[src/sv/cfl_color_probability_update_unit_assert.svh]
// ----------------------------------------------------------------------------
// Assertion macros for the color probability update unit
// Shared property forms, clocked on clock and disabled while reset is high.
// ----------------------------------------------------------------------------
`ifndef CFL_COLOR_PROBABILITY_UPDATE_UNIT_ASSERT_SVH
`define CFL_COLOR_PROBABILITY_UPDATE_UNIT_ASSERT_SVH

// consequent must hold in the same cycle as the antecedent
`define CFL_ASSERT_SAME(lbl, ante, cons) \
   lbl: assert property (@(posedge clock) disable iff (reset) (ante) |-> (cons)) \
      else $error("cfl: same-cycle check failed");

// consequent must hold in the cycle after the antecedent
`define CFL_ASSERT_NEXT(lbl, ante, cons) \
   lbl: assert property (@(posedge clock) disable iff (reset) (ante) |=> (cons)) \
      else $error("cfl: next-cycle check failed");

`endif

[src/sv/cfl_pkg.sv]
// ----------------------------------------------------------------------------
// cfl_pkg
// Types, constants and helper functions of the color probability update unit.
// ----------------------------------------------------------------------------
package cfl_pkg;

   // table geometry
   localparam int NODES    = 256;
   localparam int COLORS   = 16;
   localparam int NODE_W   = $clog2(NODES);
   localparam int COLOR_W  = $clog2(COLORS);
   localparam int ADDR_W   = NODE_W + COLOR_W;
   localparam int DEPTH    = NODES * COLORS;
   localparam int CNT_W    = 5;

   // arithmetic widths
   localparam int PROB_W   = 20;
   localparam int BETA_W   = 17;
   localparam int SUM_W    = 24;
   localparam int TGT_W    = 22;
   localparam int DVD_W    = 42;
   localparam int DVS_W    = 24;
   localparam int QUO_W    = 22;
   localparam int STEP_W   = 5;
   localparam int DIV_STEPS = QUO_W;
   localparam int SAT_W    = 23;

   localparam logic [PROB_W-1:0] PROB_MAX = {PROB_W{1'b1}};
   localparam logic [BETA_W-1:0] ONE_Q16  = BETA_W'(65536);
   localparam logic [PROB_W-1:0] UNIFORM_INIT = PROB_W'((65536 + COLORS / 2) / COLORS);
   localparam logic [CNT_W-1:0]  COLORS_LIM = CNT_W'(COLORS);

   // configuration port
   localparam int CSR_IDX_W  = 1;
   localparam int CSR_DATA_W = 17;
   localparam int LR_RESET   = 6554;
   localparam int CC_RESET   = 16;

   typedef enum logic [CSR_IDX_W-1:0] {
      CSR_LEARNING_RATE = 1'b0,
      CSR_COLOR_COUNT   = 1'b1
   } csr_reg_type;

   typedef enum logic {
      ACT_UPDATE = 1'b0,
      ACT_RESET  = 1'b1
   } action_type;

   typedef enum logic [3:0] {
      ST_IDLE,
      ST_START,
      ST_LOAD,
      ST_FLUSH,
      ST_SUM,
      ST_SCALE,
      ST_SCALE_WAIT,
      ST_INC,
      ST_INC_WAIT,
      ST_WRITE
   } state_type;

   typedef struct packed {
      logic                 action;
      logic [NODE_W-1:0]    node_index;
      logic [15:0]          chosen_mask;
      logic [15:0]          neighbour_mask;
      logic [CNT_W-1:0]     requested_count;
   } req_item_type;

   typedef struct packed {
      logic [COLOR_W-1:0]   color_index;
      logic [PROB_W-1:0]    probability;
      logic [CNT_W-1:0]     conflict_count;
      logic                 conflict_free;
      logic                 last_color;
   } rsp_item_type;

   // controller to datapath
   typedef struct packed {
      logic                 capture;
      logic                 rd_en;
      logic                 div_start;
      logic                 div_inc;
      logic                 scale_wr;
      logic                 inc_wr;
      logic                 inc_direct_wr;
      logic                 wr_step;
      logic                 emit;
      logic                 row_done;
      logic [COLOR_W-1:0]   idx;
   } ctrl_cmd_type;

   // datapath to controller
   typedef struct packed {
      logic [CNT_W-1:0]     colors;
      logic                 is_reset;
      logic                 do_scale;
      logic                 inc_direct;
      logic                 div_done;
      logic                 div_busy;
      logic                 out_free;
   } dp_status_type;

   function automatic logic [CNT_W-1:0] popcount16(input logic [15:0] v);
      logic [CNT_W-1:0] n;
      n = '0;
      for (int k = 0; k < 16; k++) n = n + CNT_W'(v[k]);
      return n;
   endfunction

   function automatic logic [PROB_W-1:0] sat_prob(input logic [SAT_W-1:0] v);
      return (v > SAT_W'(PROB_MAX)) ? PROB_MAX : v[PROB_W-1:0];
   endfunction

   // round_half_up(65536 / c) for c = 1..16
   function automatic logic [PROB_W-1:0] uniform_prob(input logic [CNT_W-1:0] c);
      logic [PROB_W-1:0] u;
      case (c)
         5'd2:    u = 20'd32768;
         5'd3:    u = 20'd21845;
         5'd4:    u = 20'd16384;
         5'd5:    u = 20'd13107;
         5'd6:    u = 20'd10923;
         5'd7:    u = 20'd9362;
         5'd8:    u = 20'd8192;
         5'd9:    u = 20'd7282;
         5'd10:   u = 20'd6554;
         5'd11:   u = 20'd5958;
         5'd12:   u = 20'd5461;
         5'd13:   u = 20'd5041;
         5'd14:   u = 20'd4681;
         5'd15:   u = 20'd4369;
         5'd16:   u = 20'd4096;
         default: u = 20'd65536;
      endcase
      return u;
   endfunction

endpackage

[src/sv/cfl_ctrl.sv]
// ----------------------------------------------------------------------------
// cfl_ctrl
// Sequencer: load pass, per-color rescale, increment, write/emit pass.
// ----------------------------------------------------------------------------
module cfl_ctrl (
   input  logic                     clock,
   input  logic                     reset,
   input  logic                     req_valid,
   output logic                     req_ready,
   input  cfl_pkg::dp_status_type   sts,
   output cfl_pkg::ctrl_cmd_type    cmd
);

   cfl_pkg::state_type           state_ff, state_in;
   logic [cfl_pkg::COLOR_W-1:0]  idx_ff, idx_in;
   logic                         last_used, in_use, wr_go;

   assign last_used = {1'b0, idx_ff} == sts.colors - 1'b1;
   assign in_use    = {1'b0, idx_ff} < sts.colors;
   assign wr_go     = !in_use || sts.out_free;

   // next state
   always_comb begin
      state_in = state_ff;
      idx_in   = idx_ff;
      case (state_ff)
         cfl_pkg::ST_IDLE: begin
            if (req_valid) state_in = cfl_pkg::ST_START;
         end
         cfl_pkg::ST_START: begin
            idx_in   = '0;
            state_in = sts.is_reset ? cfl_pkg::ST_WRITE : cfl_pkg::ST_LOAD;
         end
         cfl_pkg::ST_LOAD: begin
            if (last_used) begin
               idx_in   = '0;
               state_in = cfl_pkg::ST_FLUSH;
            end else begin
               idx_in = idx_ff + 1'b1;
            end
         end
         cfl_pkg::ST_FLUSH: begin
            state_in = cfl_pkg::ST_SUM;
         end
         cfl_pkg::ST_SUM: begin
            state_in = sts.do_scale ? cfl_pkg::ST_SCALE : cfl_pkg::ST_INC;
         end
         cfl_pkg::ST_SCALE: begin
            state_in = cfl_pkg::ST_SCALE_WAIT;
         end
         cfl_pkg::ST_SCALE_WAIT: begin
            if (sts.div_done) begin
               if (last_used) begin
                  idx_in   = '0;
                  state_in = cfl_pkg::ST_INC;
               end else begin
                  idx_in   = idx_ff + 1'b1;
                  state_in = cfl_pkg::ST_SCALE;
               end
            end
         end
         cfl_pkg::ST_INC: begin
            idx_in   = '0;
            state_in = sts.inc_direct ? cfl_pkg::ST_WRITE : cfl_pkg::ST_INC_WAIT;
         end
         cfl_pkg::ST_INC_WAIT: begin
            if (sts.div_done) state_in = cfl_pkg::ST_WRITE;
         end
         cfl_pkg::ST_WRITE: begin
            if (wr_go) begin
               idx_in = idx_ff + 1'b1;
               if (idx_ff == cfl_pkg::COLOR_W'(cfl_pkg::COLORS - 1)) begin
                  state_in = cfl_pkg::ST_IDLE;
               end
            end
         end
         default: begin
            state_in = cfl_pkg::ST_IDLE;
         end
      endcase
   end

   // outputs
   always_comb begin
      cmd       = '0;
      cmd.idx   = idx_ff;
      req_ready = 1'b0;
      case (state_ff)
         cfl_pkg::ST_IDLE: begin
            req_ready   = 1'b1;
            cmd.capture = req_valid;
         end
         cfl_pkg::ST_LOAD: begin
            cmd.rd_en = 1'b1;
         end
         cfl_pkg::ST_SCALE: begin
            cmd.div_start = 1'b1;
         end
         cfl_pkg::ST_SCALE_WAIT: begin
            cmd.scale_wr = sts.div_done;
         end
         cfl_pkg::ST_INC: begin
            cmd.div_inc       = 1'b1;
            cmd.div_start     = !sts.inc_direct;
            cmd.inc_direct_wr = sts.inc_direct;
         end
         cfl_pkg::ST_INC_WAIT: begin
            cmd.div_inc = 1'b1;
            cmd.inc_wr  = sts.div_done;
         end
         cfl_pkg::ST_WRITE: begin
            cmd.wr_step  = wr_go;
            cmd.emit     = wr_go && in_use;
            cmd.row_done = wr_go && (idx_ff == cfl_pkg::COLOR_W'(cfl_pkg::COLORS - 1));
         end
         default: begin
            cmd.idx = idx_ff;
         end
      endcase
   end

   always_ff @(posedge clock) begin
      if (reset) begin
         state_ff <= cfl_pkg::ST_IDLE;
         idx_ff   <= '0;
      end else begin
         state_ff <= state_in;
         idx_ff   <= idx_in;
      end
   end

endmodule

[config.mk]
export PLATFORM = sky130hd
export DESIGN_NAME = cfl_ctrl
export DESIGN_NICKNAME = d
export VERILOG_FILES = /design/src/sv/cfl_color_probability_update_unit_assert.svh /design/src/sv/cfl_pkg.sv /design/src/sv/cfl_ctrl.sv
export SDC_FILE = /design/constraint.sdc
export NUM_CORES = 1
export LEC_CHECK = 0
export BUFFER_PORTS_ARGS = -buffer_cell sky130_fd_sc_hd__clkbuf_2
export CORE_MARGIN = 2
export CORE_UTILIZATION = 44
export DETAILED_ROUTE_END_ITERATION = 6
export PLACE_DENSITY_LB_ADDON = 0.25
export SLEW_MARGIN = 20
export SYNTH_ARGS = -nofsm -noshare
export SYNTH_HDL_FRONTEND = slang
export SYNTH_SLANG_ARGS = --single-unit
[constraint.sdc]
create_clock -name clock -period 1.9 [get_ports clock]
set_input_delay 0.285 -clock clock [delete_from_list [all_inputs] [get_ports clock]]
set_output_delay 0.285 -clock clock [all_outputs]
set_load 0.05 [all_outputs]
==> impl_results.md <==
* Placeable core area at 1900 µm²
* H-Tree Depth at 1
* Critical Path RT at 2080 ps
* Post-synthesis net count at 141
* Class of the most critical setup path: in2reg
* Sink count of the clock tree at 8
* Number of buffer cells added on primary ports at 27
* Max transition margin at 73.9%
* Transition time of the tightest slew-check pin at 382 ps
* Tot GR Track Use at 22.1%
* Initial antenna violation count at 0
* Most used cell, CP: or4b_1
* Violations in the final reports: negative setup slack
* Number of buffers created by CTS at 3
* Vias in the first global route at 1024
* HP Class: in2reg
* Post-cts hold buffer count at 0
* Average cell area after synthesis at 7.15 µm²
* Startpoint class of the critical path: input port
* Max-Cap Viols at 0
* Worst slack at placement at -212 ps
* Max stage delay on crit path at 500 ps
* Crit path setup slack, layout at -184 ps
* Status: complete, but fails checks
* Fin Hold WS at 288 ps
* Pin count of the biggest net entering global routing at 12
* First-iteration detailed-routing DRC count at 35
* Max frequency at 480 MHz
* Simple-Gate Fraction of Synth Area at 37.3%
* Critical-path cell with the highest stage delay: or4b_1
* Minimum period implied by the final worst setup slack at 2080 ps
* Skew-Pair Late Insertion Delay at 270 ps
* Number of rows in the core area at 16
* Critical path endpoint category: flip-flop
* Fraction of layout cells with a size suffix above 1 at 54.3%
* Worst EP arrival at 2260 ps
* Detailed placer's ending HPWL at 1910 µm
* Number of cells in the finished layout apart from fillers at 200
* Prevailing post-synth register cell: dfxtp_1
* Worst supply voltage drop on vdd at 0.684 mV
* Leakage power at 0.667 nW
* Number of antenna diodes at 0
* Clk pin slew, worst setup/hold paths at 70 ps
* Top-area cell type share of the netlist area at 18.5%
* Post-synthesis xor/xnor area fraction at 4.05%
* Cells after Synth at 121
* Synth Area in Compound Gates at 23.7%
* Final ANT Viol Nets at 0
* Number of hold violations in the final report at 0
* Largest cells by area after synthesis: dfxtp_1 19%, ha_1 8.7%, a21oi_1 5.8%
* Post-synth EDFFs at 0
* Vertical die dimension at 48.3 µm
* Synthesis-to-layout area growth at 71.9%
* DRC at 0
* Average vias per placed instance at 5.54
* Worst clock skew on the final layout at 16.3 ps
* Number of vias in the routed layout at 1108
* TritonCTS clock tree: built
* Unique cell type count in the Yosys netlist at 39
* # nets final at 194
* Total setup violations reported at the end of the flow at 8
* Synth area leader: dfxtp_1
* Fin crit share at 110%
* Syn Std Cell Area at 865 µm²
* Multiplexer area fraction after synthesis at 0%
* Pwr/cell area at 884 nW/µm²
* Seq cells post-synth at 8
* First-pass detailed-route iteration total at 4
* Ports at 29
* Die area at 2340 µm²
* Initial Util at 45.5%
* Crit-path cells: clkbuf_2 > inv_1 > ha_2 > or4b_1 > nand2_2 > nor4_4 > buf_4 > o21ai_4 > or4b_1 > a31oi_1
* Final Max Tran Viols at 0
* Main combinational cell family by area after synthesis: simple AND/OR/NAND/NOR gates
* Setup repair after global routing missed its margin: yes
* Cell Count Post-Placement at 190
* Seq/Total Area, Yosys at 18.5%
* Routability cong. at 0.861
* Critical path fanouts, max at 3
* Clock root cell: clkbuf_4
* Synth async-reset ratio at 0%
* Post-detailed-routing wire length at 3170 µm
* Synthesis warning total at 0
* Width of the die at 48.3 µm
* DR WL/cell at 15.9 µm
* Synth Area in Adders at 8.68%
* Global-route wire length before repair at 4220 µm
* Global route total overflow at 0
* CTS max path bufs at 2
## logic make-up after synthesis
family                   after synthesis
AND/OR/NAND/NOR                       56
AO/OA/AOI/OAI                         30
buffers and inverters                 17
flip-flops                             8
adder cells (fa/ha/maj)                6
XOR/XNOR                               4
## cell type report
class                   count  area [µm²]
flip-flops and latches      8         175
well taps                  27        33.8
inverters                  11        43.8
clock buffers               4        26.3
repair buffers             54         389
multi-input cells          96         818
fillers                   125         415
## worst paths after layout
path	end	slack [ps]	cells after the start	from
max reg2reg	idx_ff[3]$_SDFFE_PP0P_	-140	8	idx_ff[1]$_SDFFE_PP0P_
min reg2reg	idx_ff[2]$_SDFFE_PP0P_	520	2	idx_ff[2]$_SDFFE_PP0P_
max	idx_ff[3]$_SDFFE_PP0P_	-180	10	sts[6]
min	idx_ff[0]$_SDFFE_PP0P_	290	2	reset
## routing by layer
layer	track usage (%)	share of wire, %	up-vias
li1	-	-	542
met1	29.7	42	521
met2	37.5	53	41
met3	1.85	4.8	4
met4	7.14	0.72	0
met5	0	0	-
## power breakdown
group / total [mW] / leakage (nW) / internal [mW] / switching, mW
Combinational: 0.924 / 0.583 / 0.383 / 0.541
Clock: 0.147 / 0.0150 / 0.0806 / 0.0661
Sequential: 0.244 / 0.0689 / 0.204 / 0.0398
Total: 1.31 / 0.667 / 0.668 / 0.647
## cells in the mapped netlist (3+ instances only)
cell type	count
o21ai_0	5
nor2b_1	4
nand3_1	5
a21oi_1	10
ha_1	6
clkbuf_1	3
inv_1	11
and3_1	5
nor2_1	10
nor3_1	7
nand2_1	8
xnor2_1	4
dfxtp_1	8
## sequential cells by signal, summed over array words and instances, names as in the netlist
name      cells
idx_ff        4
state_ff      4
## repair_timing
action,4_1_cts,5_1_grt
buffers inserted,5,1
gates resized for setup,12,25
pin swaps,7,9
endpoints found under the setup margin,12,14
## cell usage in the layout (no fill, tap or decap), types with 2 or more instances in the layout
master     n
dfxtp_1    2
a21oi_1    8
a31oi_1    2
or4b_1     2
dfxtp_2    3
buf_8      3
ha_1       2
nor2_1     7
clkbuf_2  23
ha_4       3
and3_1     5
dfxtp_4    3
clkbuf_4   3
o21ai_0    4
nor4_4     2
nand2_1    8
nor2_2     3
buf_4     23
o22ai_1    2
xnor2_1    3
nor3_1     2
nor2b_1    3
nand2b_1   2
or3_1      2
inv_1      9
nand3_1    4
nor3_4     3
buf_6      5
nor3_2     2
## metrics by stage
stage,total power [mW],utilization [%],TNS [ps],cell area [µm²]
2_1_floorplan,0.759,-,-169,960
3_3_place_gp,0.994,66.3,-640,1260
3_5_place_dp,1.01,66.3,-973,1260
4_1_cts,1.21,72.8,-507,1390
5_1_grt,1.38,78.2,-1190,1490
6_report,1.31,78.2,-691,1490
## critical path, delay by kind of cell
| family | cells | cell delay (ps) |
|---|---|---|
| AOI/OAI and AO/OA | 2 | 300 |
| adders and majority gates | 1 | 210 |
| buffers and inverters | 3 | 370 |
| and+or+nand+nor | 4 | 1100 |
Note: power is estimated with default switching activity, not from simulation.
